`config.mk`:
```
export PLATFORM = sky130hd
export DESIGN_NAME = keep_awake_vote_timer_top
export DESIGN_NICKNAME = d
export VERILOG_FILES = /design/src/hw/rtl/kawv_pkg.sv /design/src/hw/rtl/keep_awake_vote_timer_top.sv /design/src/hw/rtl/kawv_hold_alu.sv /design/src/hw/rtl/kawv_slot_store.sv
export SDC_FILE = /design/constraint.sdc
export NUM_CORES = 1
export LEC_CHECK = 0
export BUFFER_PORTS_ARGS = -buffer_cell sky130_fd_sc_hd__buf_4
export CORE_MARGIN = 8
export CORE_UTILIZATION = 30
export DETAILED_ROUTE_END_ITERATION = 12
export PLACE_DENSITY = 0.48
export REMOVE_ABC_BUFFERS = 1
export SYNTH_ARGS = -nofsm -noshare
export SYNTH_HDL_FRONTEND = slang
export SYNTH_SLANG_ARGS = --single-unit
export TNS_END_PERCENT = 5
```
`constraint.sdc`:
```
create_clock -name aclk -period 4.5 [get_ports aclk]
set_input_delay 0.9 -clock aclk [delete_from_list [all_inputs] [get_ports aclk]]
set_output_delay 0.9 -clock aclk [all_outputs]
set_load 0.1 [all_outputs]
```
`src/hw/rtl/kawv_pkg.sv`:
```
// Shared types and constants for the keep-awake vote timer.
// No dependencies; used by every module of the block.
package kawv_pkg;

    localparam int HOLD_W = 17;
    localparam int SLOT_W = 4;

    typedef logic [HOLD_W-1:0] hold_t;

    // Request kinds carried by the req_type field.
    localparam logic REQ_TICK = 1'b0;
    localparam logic REQ_SET  = 1'b1;

    // Classification of one counter as produced by the shared hold unit.
    typedef struct packed {
        logic  never_sleep;
        logic  positive;
        hold_t dec_value;
    } hold_class_t;

endpackage

```
`src/hw/rtl/keep_awake_vote_timer_top.sv`:
```
// Top level of the keep-awake vote timer: sequencer, flags and output register.
// Depends on kawv_pkg, kawv_hold_alu and kawv_slot_store.
//
//  channel | dir | beat fields                                   | handshake
//  s_      | in  | req_type, slot, hold_time                     | s_valid/s_ready
//  m_      | out | enter_sleep, exit_sleep, timer_on, asleep      | m_valid/m_ready
//
// A set beat, or a tick while the timer is stopped, goes straight to the finish
// state, which loads the output register and returns to idle, ready for input.
// A tick with the timer running scans one slot a cycle through the single hold
// unit, and a never-sleep slot ends the scan early.
// Reset clears all counters and flags. A held result does not block acceptance
// of the next beat, but that beat's result then waits in the sequencer and the
// input stays not ready until the output register has drained.
module keep_awake_vote_timer_top #(
    parameter int SLOTS = 10
) (
    input  logic                               aclk,
    input  logic                               aresetn,
    input  logic                               s_valid,
    output logic                               s_ready,
    input  logic                               s_req_type,
    input  logic [kawv_pkg::SLOT_W-1:0]        s_slot,
    input  logic signed [kawv_pkg::HOLD_W-1:0] s_hold_time,
    output logic                               m_valid,
    input  logic                               m_ready,
    output logic                               m_enter_sleep,
    output logic                               m_exit_sleep,
    output logic                               m_timer_on,
    output logic                               m_asleep
);

    localparam int IDX_W = (SLOTS > 1) ? $clog2(SLOTS) : 1;
    localparam int CMP_W = (IDX_W + 1 > kawv_pkg::SLOT_W) ? IDX_W + 1 : kawv_pkg::SLOT_W;

    localparam logic [1:0] ST_IDLE   = 2'd0;
    localparam logic [1:0] ST_SCAN   = 2'd1;
    localparam logic [1:0] ST_FINISH = 2'd2;

    logic [1:0]       state_reg, state_next;
    logic [IDX_W-1:0] idx_reg, idx_next;
    logic             timer_reg, timer_next;
    logic             sleep_reg, sleep_next;
    logic             any_pos_reg, any_pos_next;
    logic             enter_reg, enter_next;
    logic             exit_reg, exit_next;

    logic             m_valid_reg, m_valid_next;
    logic             m_enter_reg, m_enter_next;
    logic             m_exit_reg, m_exit_next;
    logic             m_timer_reg, m_timer_next;
    logic             m_asleep_reg, m_asleep_next;

    logic             wr_en;
    logic [IDX_W-1:0] wr_idx;
    kawv_pkg::hold_t  wr_data;
    kawv_pkg::hold_t  rd_data;
    kawv_pkg::hold_class_t cls;

    logic [CMP_W-1:0] slot_ext;
    logic             slot_ok;
    logic             accept;
    logic             out_free;

    assign slot_ext = CMP_W'(s_slot);
    assign slot_ok  = slot_ext < CMP_W'(SLOTS);
    assign accept   = s_valid && s_ready;
    assign out_free = !m_valid_reg || m_ready;

    kawv_slot_store #(
        .SLOTS (SLOTS),
        .IDX_W (IDX_W)
    ) u_store (
        .aclk    (aclk),
        .aresetn (aresetn),
        .wr_en   (wr_en),
        .wr_idx  (wr_idx),
        .wr_data (wr_data),
        .rd_idx  (idx_reg),
        .rd_data (rd_data)
    );

    kawv_hold_alu u_alu (
        .value (rd_data),
        .cls   (cls)
    );

    always_comb begin
        state_next    = state_reg;
        idx_next      = idx_reg;
        timer_next    = timer_reg;
        sleep_next    = sleep_reg;
        any_pos_next  = any_pos_reg;
        enter_next    = enter_reg;
        exit_next     = exit_reg;
        wr_en         = 1'b0;
        wr_idx        = idx_reg;
        wr_data       = cls.dec_value;

        m_valid_next  = m_valid_reg && !m_ready;
        m_enter_next  = m_enter_reg;
        m_exit_next   = m_exit_reg;
        m_timer_next  = m_timer_reg;
        m_asleep_next = m_asleep_reg;

        case (state_reg)
            ST_IDLE: begin
                if (accept) begin
                    enter_next   = 1'b0;
                    exit_next    = 1'b0;
                    idx_next     = '0;
                    any_pos_next = 1'b0;
                    state_next   = ST_FINISH;
                    if (s_req_type == kawv_pkg::REQ_SET) begin
                        if (slot_ok) begin
                            wr_en      = 1'b1;
                            wr_idx     = slot_ext[IDX_W-1:0];
                            wr_data    = kawv_pkg::hold_t'(unsigned'(s_hold_time));
                            timer_next = 1'b1;
                            if (sleep_reg) begin
                                sleep_next = 1'b0;
                                exit_next  = 1'b1;
                            end
                        end
                    end else if (timer_reg) begin
                        state_next = ST_SCAN;
                    end
                end
            end
            ST_SCAN: begin
                if (cls.never_sleep) begin
                    // A never-sleep slot stops the timer and leaves later slots alone.
                    timer_next = 1'b0;
                    state_next = ST_FINISH;
                end else begin
                    if (cls.positive) begin
                        wr_en        = 1'b1;
                        any_pos_next = 1'b1;
                    end
                    if (idx_reg == IDX_W'(SLOTS - 1)) begin
                        state_next = ST_FINISH;
                        if (!(any_pos_reg || cls.positive)) begin
                            timer_next = 1'b0;
                            if (!sleep_reg) begin
                                sleep_next = 1'b1;
                                enter_next = 1'b1;
                            end
                        end
                    end else begin
                        idx_next = idx_reg + IDX_W'(1);
                    end
                end
            end
            ST_FINISH: begin
                if (out_free) begin
                    m_valid_next  = 1'b1;
                    m_enter_next  = enter_reg;
                    m_exit_next   = exit_reg;
                    m_timer_next  = timer_reg;
                    m_asleep_next = sleep_reg;
                    state_next    = ST_IDLE;
                end
            end
            default: begin
                state_next = ST_IDLE;
            end
        endcase
    end

    always_ff @(posedge aclk) begin
        if (!aresetn) begin
            state_reg   <= ST_IDLE;
            idx_reg     <= '0;
            timer_reg   <= 1'b0;
            sleep_reg   <= 1'b0;
            any_pos_reg <= 1'b0;
            enter_reg   <= 1'b0;
            exit_reg    <= 1'b0;
            m_valid_reg <= 1'b0;
        end else begin
            state_reg   <= state_next;
            idx_reg     <= idx_next;
            timer_reg   <= timer_next;
            sleep_reg   <= sleep_next;
            any_pos_reg <= any_pos_next;
            enter_reg   <= enter_next;
            exit_reg    <= exit_next;
            m_valid_reg <= m_valid_next;
        end
    end

    always_ff @(posedge aclk) begin
        m_enter_reg  <= m_enter_next;
        m_exit_reg   <= m_exit_next;
        m_timer_reg  <= m_timer_next;
        m_asleep_reg <= m_asleep_next;
    end

    assign s_ready       = (state_reg == ST_IDLE);
    assign m_valid       = m_valid_reg;
    assign m_enter_sleep = m_enter_reg;
    assign m_exit_sleep  = m_exit_reg;
    assign m_timer_on    = m_timer_reg;
    assign m_asleep      = m_asleep_reg;

endmodule

```
`src/hw/rtl/kawv_hold_alu.sv`:
```
// Shared hold unit: classifies one counter and forms its decremented value.
// Depends on kawv_pkg.
module kawv_hold_alu (
    input  kawv_pkg::hold_t       value,
    output kawv_pkg::hold_class_t cls
);

    always_comb begin
        // All ones is the never-sleep marker; other negatives count as expired.
        cls.never_sleep = &value;
        cls.positive    = (value != '0) && !value[kawv_pkg::HOLD_W-1];
        cls.dec_value   = value - kawv_pkg::hold_t'(1);
    end

endmodule

```
`src/hw/rtl/kawv_slot_store.sv`:
```
// Register file of per-slot hold counters, one write port and one read port.
// Depends on kawv_pkg.
module kawv_slot_store #(
    parameter int SLOTS = 10,
    parameter int IDX_W = 4
) (
    input  logic                  aclk,
    input  logic                  aresetn,
    input  logic                  wr_en,
    input  logic [IDX_W-1:0]      wr_idx,
    input  kawv_pkg::hold_t       wr_data,
    input  logic [IDX_W-1:0]      rd_idx,
    output kawv_pkg::hold_t       rd_data
);

    kawv_pkg::hold_t counters_reg [SLOTS];

    always_ff @(posedge aclk) begin
        if (!aresetn) begin
            for (int i = 0; i < SLOTS; i++) begin
                counters_reg[i] <= '0;
            end
        end else if (wr_en) begin
            counters_reg[wr_idx] <= wr_data;
        end
    end

    assign rd_data = counters_reg[rd_idx];

endmodule

```
---- Word level (Yosys, flattened, before mapping) ----
Memory sizes are Yosys's and may differ from the RTL's. A register that Yosys moved wholly into a read port is not among the register bits.
Cells that the tools add are included.
cells by class
  $add $sub $neg .......................... 2
  $lt $le $gt $ge ......................... 1
  equal/unequal tests ..................... 15
  muxes and demuxes ....................... 62
  reductions and logical operators ........ 21
operators with widths
  kind                                                                     count
  17-bit 2-to-1 mux                                                        5
  4-bit 2-to-1 mux                                                         10
  1-bit 2-to-1 mux                                                         34
  17-bit AND reduction                                                     1
  17-bit nonzero test                                                      1
  17-bit OR reduction                                                      1
  17-bit by 1-bit subtractor with 17-bit output, second input constant     1
  2-bit inequality test, second input constant                             7
  2-bit 2-to-1 mux                                                         6
  6-bit AND reduction                                                      2
  1-bit one-hot mux with 2 select lines                                    5
  4-bit one-hot mux with 2 select lines                                    1
  4-bit AND reduction                                                      2
  7-bit AND reduction                                                      1
  2-bit by 1-bit inequality test with 1-bit output, second input constant  3
  3-bit inequality test, second input constant                             2
  2-bit one-hot mux with 3 select lines                                    1
  4-bit by 1-bit adder with 4-bit output, second input constant            1
  4-bit equality test, second input constant                               1
  4-bit less-than comparator, second input constant                        1
  2-bit AND reduction                                                      2
  1-bit logical AND                                                        3
  1-bit zero test                                                          3
  3-bit AND reduction                                                      1
  other kinds (5)                                                          6
storage, ports and cells
  flip-flop bits (word level) ............. 16
  memory bits (writable) .................. 170
  bits of input ports ..................... 26
  output and inout bits ................... 6
  word-level logic and storage cells ...... 114
  memories kept ........................... 1
memories
  memory                words  width  rd ports  clocked after Yosys merged registers in  wr ports  line                   RTL
  u_store.counters_reg  10     17     1         1                                        10        kawv_slot_store.sv:16  kawv_pkg::hold_t counters_reg [SLOTS];

---- Longest topological paths before layout ----
Gate-level depths: netlist (run 1).
  depth after elaboration ................. 10
  gate-level depth with buffers ........... 17
  gate-level depth less buffers ........... 12

---- Modules after synthesis ----
Synthesis (run 1) repeated with hierarchy kept, for this count alone.
second synthesis, totals
  cell total of the unflattened synthesis .. 815
  area, all modules ....................... 12,584.6 um2
modules (own cells, without submodules)
  module                     instances  cells each  area each (um2)  seq. area each (um2)
  kawv_slot_store            1          658         11,125.7         8,167.8
  keep_awake_vote_timer_top  1          104         1,084.8          360.3
  kawv_hold_alu              1          53          374.1            0.0

---- Least setup slack after synthesis (run 1) ----
No wires, ideal clock.
  path type ............................... reg-to-reg
  start ................................... register (tool-made name)
  end ..................................... memory u_store.counters_reg[13][0] (netlist name), enable pin
  arrival ................................. 4,472 ps
  required time ........................... 4,059 ps
  path slack .............................. -413 ps
  stages on the path, launching flop included .. 15
  clock period less this slack ............ 4,913 ps
  cell sequence ........................... dfxtp_1 > buf_4 > buf_2 > buf_2 > mux4_2 > a22oi_1 > nand2_1 > inv_1 > ha_1 > inv_1 > a2111oi_1 > o21ai_2 > nor2_2 > a31oi_1 > nor4b_1
RTL lines
  element           line
  end: declaration  kawv_slot_store.sv:16

==> results.md, run 1 <==
* Worst-path fanout max at 22
* Share of cells above drive strength 1 at 26.1%
* Netlist cell types at 71
* Most frequent cell after synthesis: edfxtp_1
* Cell Area, Synth at 12900 um^2
* Post-route minimum period at 4.17 ns
* CP max stage cell: mux4_2
* Final setup skew at 0.0204 ns
* PD cells at 400 nW/um^2
* Syn avg cell area at 14.9 um^2
* Clock latency on the worst-skew pair at 0.52 ns
* Worst Tran Pin Value at 0.810 ns
* Gr usage total at 13.9%
* IO Pins at 32
* Post-route ant nets at 0
* Slew margin rel. at 45.9%
* CP Launch Type: flip-flop
* Final hold violations at 0
* Synth Flop Type: edfxtp_1
* Clk sink count at 292
* Initial core utilization at 30.1%
* Max-slew violation total from the final report at 0
* Nets@finish at 965
* Yosys warns at 0
* Die footprint at 49700 um^2
* # rows at 76
* Critical path type: flip-flop to flip-flop
* Tcrit/Tclk final at 92.6%
* FF+latch area at 8610 um^2
* WL per Instance at 23.1 um
* Syn-to-layout area delta at 18.7%
* Final Hold Slack at 0.434 ns
* CTS tree: built
* Pre-CTS WS at 0.330 ns
* Max reg flops at 272
* Port Buf Inserts at 31
* Leakage at 5.09 nW
* F_max at 0.240 GHz
* Root buf cell: clkbuf_16
* Setup bufs post-CTS at 0
* Status: finished clean
* 1st-iter DRT viols at 737
* Met3 usage at 2.31%
* Global-route met1 utilization at 19.5%
* Vias in the first global route at 7729
* Maximum number of pins on one net before global-route repair at 31
* Crit path cell chain: buf_12, mux4_2, a22oi_1, nand2_1, inv_1, ha_1, inv_1, a2111oi_1, o21ai_2, nor2_2, a21oi_2, buf_4, nand2_1, inv_1
* Unrepaired setup endpoints after global routing: no
* CP most frequent cell: inv_1
* Flops & latches, synth at 292
* Busiest grt layer: met2
* Hold-fix buffers, CTS at 0
* Cells after synthesis at 865
* WL final at 34800 um
* Clock buffer count from CTS at 34
* Final WS setup at 0.335 ns
* Hpwl dp at 22800 um
* Async set-or-reset flop fraction in the synthesized netlist at 0%
* DP Cell Count at 1445
* Clk slew on worst S/H paths at 0.06 ns
* Final setup vio count at 0
* Req. time, crit path at 4.72 ns
* Die width at 223 um
* Die height at 223 um
* Total iterations of the first detailed-routing run at 5
* Peak supply drop at 0.201 mV
* Post-synthesis sequential area ratio at 66.9%
* Gr ovfl total at 0
* Setup_tns at 0 ns
* Number of flops mapped to enable cells by yosys at 276
* Max cap viols at 0
* Diode count at 0
* Grt met2 use at 22.0%
* CTS Buffer Depth at 3
* Synth cell count leaders: edfxtp_1, nor2_1, mux4_2, nand2_1, buf_2
* Post-synth top area cell: edfxtp_1
* Top post-synthesis cells by area: edfxtp_1, mux4_2, nor2_1
* Initial antenna violation count at 0
* Power Total at 6.10 mW
* Worst setup EP type: flip-flop
* Filler cell count at 4071
* Gates resized, CTS repair at 0
* Data arrival time of the worst path at 4.39 ns
* Worst path max stage delay at 0.52 ns
* Vias/cell at 5.09
* Non-Filler Instances at 1505
* Synth top area share at 64.4%
* Gpl congestion at 0.845
* DRC at 0
* Core footprint at 42700 um^2
* Hold Crit Class: flip-flop to flip-flop
* Number of H-tree levels at 2
* Multi-input logic area at 3920 um^2
* First-pass GRT wire length at 51800 um
* Vias at 7661
## worst paths after layout
path / start / to / slack, ns / depth (start not counted)
worst max-delay path: flip-flop / u_store.counters_reg[12][4] / 0.33 / 14
worst min-delay path: exit_reg / m_exit_sleep / 0.43 / 0
worst max register to register: flip-flop / u_store.counters_reg[12][4] / 0.33 / 14
worst min register to register: exit_reg / m_exit_sleep / 0.43 / 0
## cells in the final DEF (no fill, tap or decap), types with 4 or more instances in the layout
master	n
o211ai_2	4
ha_1	4
mux2i_1	4
nand2b_1	8
nand4_1	5
clkinv_1	4
o21ai_0	6
buf_12	17
a22oi_1	21
inv_2	7
nor3_1	10
clkinv_2	5
nor2b_1	13
buf_4	69
a211o_1	7
xnor2_1	9
nand2_1	53
inv_1	14
mux2_2	9
and2_1	7
clkbuf_16	35
mux4_2	65
a21oi_1	9
nand3_1	13
edfxtp_1	276
clkbuf_1	6
nor2_1	180
dfxtp_1	13
nor2_2	5
## stage by stage
stage                     util (%)  area (um^2)
after global routing          35.8        15300
after detailed placement      33.2        14200
after floorplan                  -        12600
after CTS                     35.8        15300
after global placement        33.2        14200
final                         35.8        15300
## cell families (layout without fill, tap and decap cells)
logic type,after synthesis,after routing,synth area share [%]
xor+xnor,12,12,0.817
buf+inv,73,167,2.79
mux,78,78,12.5
simple gates,323,323,11.4
compound gates,83,83,5.14
fa+ha+maj,4,4,0.389
flops,292,292,66.9
## worst max-delay path, delay by kind of cell, from the launching register on
kind / cells / cell delay [ns]
adders and majority gates: 1 / 0.22
muxes: 1 / 0.52
buffers and inverters: 5 / 0.81
AOI/OAI and AO/OA: 4 / 1.16
DFF: 1 / 0.45
and+or+nand+nor: 3 / 0.68
## per-layer routing
layer | wire [um] | vias up
li1 | - | 3433
met1 | 16300 | 3957
met2 | 16300 | 218
met3 | 1550 | 53
met4 | 718 | 0
met5 | 0 | -
## area by class of cell
type                    instances  area share, %
clock buffers                  43           6.06
clock inverters                17           1.23
inverters                      21          0.516
multi-input cells             500           25.7
flip-flops and latches        292           56.4
well taps                     546           4.47
repair buffers                 86           5.62
## where the power goes
group | leakage (nW) | total [mW] | switching, mW | internal (mW)
Clock | 0.544 | 2.75 | 1.11 | 1.64
Combinational | 1.68 | 0.318 | 0.208 | 0.110
Sequential | 2.87 | 3.04 | 0.0195 | 3.02
(Power assumes the default switching activity.)
==> run 2: changes to the inputs <==
- SETUP_SLACK_MARGIN: default -> 0.5
==> run 2 against run 1 <==
Net effect: routed wire length is 0.30% higher; final area is 0.58% higher; sequential power hardly changed; critical path type unchanged.
==> results.md, run 2 (synthesized netlist as in run 1, its figures left out) <==
* Status: finished clean
* Post-route minimum period at 3.84 ns
* Worst setup EP type: flip-flop
* Final hold violations at 0
* IO Pins at 32
* Power Total at 6.11 mW
* Top Metal Used: met4
* Crit path cell chain: buf_4, mux4_2, a22oi_1, nand2_1, or4_1, buf_4, or4_1, a21oi_1, o21ai_4, inv_2
* Leakage at 5.12 nW
* # rows at 76
* CTS tree: built
* Syn-to-layout area delta at 19.4%
* Clk slew on worst S/H paths at 0.06 ns
* Diode count at 0
* Die footprint at 49700 um^2
* Reg2Reg Depth at 10
* Multi-input logic area at 3990 um^2
* WL met1 at 16100 um
* Gr usage total at 13.9%
* Power Internal at 4.77 mW
* CP max stage cell: or4_1
* Final Hold Slack at 0.435 ns
* Filler cell count at 4069
* Seq pwr share at 49.7%
* Sw frac at 21.9%
* Hpwl dp at 22800 um
* Most frequent cells in the layout: edfxtp_1, nor2_1, buf_4
* Vias/cell at 5.08
* Critical path type: flip-flop to flip-flop
* Initial core utilization at 30.1%
* CP Launch Type: flip-flop
* Peak supply drop at 0.201 mV
* Sw Pwr at 1.34 mW
* First-pass GRT wire length at 51800 um
* Wire length on met2 at 16500 um
* FF+latch area at 8610 um^2
* Vias in the first global route at 7729
* Slew margin rel. at 50.7%
* Number of H-tree levels at 2
* Metal3 WL at 1700 um
* Worst path max stage delay at 0.62 ns
* F_max at 0.261 GHz
* Tcrit/Tclk final at 85.2%
* DRC at 0
* Data arrival time of the worst path at 4.21 ns
* Comb pwr share at 5.3%
* Port Buf Inserts at 31
* Die height at 223 um
* Die width at 223 um
* PD cells at 398 nW/um^2
* Max-slew violation total from the final report at 0
* Worst Tran Pin Value at 0.737 ns
* Hold-fix buffers, CTS at 0
* Share of cells above drive strength 1 at 28.0%
* Unrepaired setup endpoints after global routing: yes
* Max cap viols at 0
* Clock share of power at 45.0%
* Nets@finish at 967
* Maximum number of pins on one net before global-route repair at 31
* Post-route ant nets at 0
* Clk sink count at 292
* Gr ovfl total at 0
* Hold Crit Class: flip-flop to flip-flop
* Max reg flops at 272
* HP Start: exit_reg
* Clock buffer count from CTS at 34
* Req. time, crit path at 4.87 ns
* Final setup skew at 0.0205 ns
* 1st-iter DRT viols at 788
* WL final at 34900 um
* Worst-path fanout max at 10
* Root buf cell: clkbuf_16
* Gpl congestion at 0.845
* Final setup vio count at 0
* Total iterations of the first detailed-routing run at 5
* Initial antenna violation count at 0
* CTS Buffer Depth at 3
* Vias at 7663
* Core footprint at 42700 um^2
* WL per Instance at 23.2 um
* Most common cell after layout, fill and taps aside: edfxtp_1
* Worst hold path depth at 0
* Clock latency on the worst-skew pair at 0.52 ns
-- run 2: cell count changes in the layout (fill, tap and decap cells not counted), moves of 2 or more --
cell / previous run / this run
a211o_2: 0 / 5
a211o_1: 7 / 2
nand2_1: 53 / 51
inv_1: 14 / 11
nor2b_1: 13 / 10
inv_2: 7 / 10
nor2b_2: 0 / 3
-- run 2: final timing paths --
check,end,slack (ns)
hold reg to reg,m_exit_sleep,0.43
setup / recovery,u_store.counters_reg[9][12],0.66
hold / removal,m_exit_sleep,0.43
setup reg to reg,u_store.counters_reg[9][12],0.66
-- run 2: power groups by stage --
| stage | Sequential (mW) | Clock [mW] | Combinational [mW] |
|---|---|---|---|
| 2_1_floorplan | 3.11 | 0 | 0.158 |
| 3_3_place_gp | 3.10 | 0 | 0.320 |
| 3_5_place_dp | 3.10 | 0 | 0.319 |
| 4_1_cts | 3.04 | 2.81 | 0.322 |
| 5_1_grt | 3.04 | 2.91 | 0.347 |
| 6_report | 3.04 | 2.75 | 0.325 |
-- run 2: per-layer routing --
| metal | vias up | GRT usage [%] |
|---|---|---|
| met5 | - | 0 |
| met4 | 0 | 3.76 |
| met3 | 47 | 2.31 |
| met2 | 216 | 22.0 |
| met1 | 3964 | 19.5 |
| li1 | 3436 | - |
-- run 2: cell type report --
type	instances	share of cell area, %
inverters	21	0.513
well taps	546	4.45
multi-input cells	500	26.0
flip-flops and latches	292	56.1
clock buffers	43	6.03
repair buffers	88	5.71
clock inverters	17	1.22
-- run 2: per-stage QoR --
step / area [um^2] / instances / utilization [%] / TNS (ns) / worst slack [ns]
floorplan: 12600 / 813 / - / -763.90 / -2.43
global placement: 14200 / 1445 / 33.2 / 0 / 0.426
detailed placement: 14200 / 1445 / 33.2 / 0 / 0.330
CTS: 15300 / 1505 / 35.8 / 0 / 0.362
global route: 15400 / 1507 / 36.0 / 0 / 0.432
finish: 15400 / 1507 / 36.0 / 0 / 0.664
-- run 2: critical path, delay by kind of cell (launching register included) --
kind	cells	cell delay [ns]
multiplexers	1	0.53
AND/OR/NAND/NOR	3	1.32
AO/OA/AOI/OAI	3	0.74
flip-flops	1	0.45
buffers and inverters	3	0.63
-- run 2: timing repair --
| action | 4_1_cts | 5_1_grt |
|---|---|---|
| cloned | 0 | 0 |
| setup endpoints to repair | 167 | 529 |
| buffers inserted | 0 | 2 |
| resized for setup | 2 | 20 |
| pin swaps | 0 | 1 |
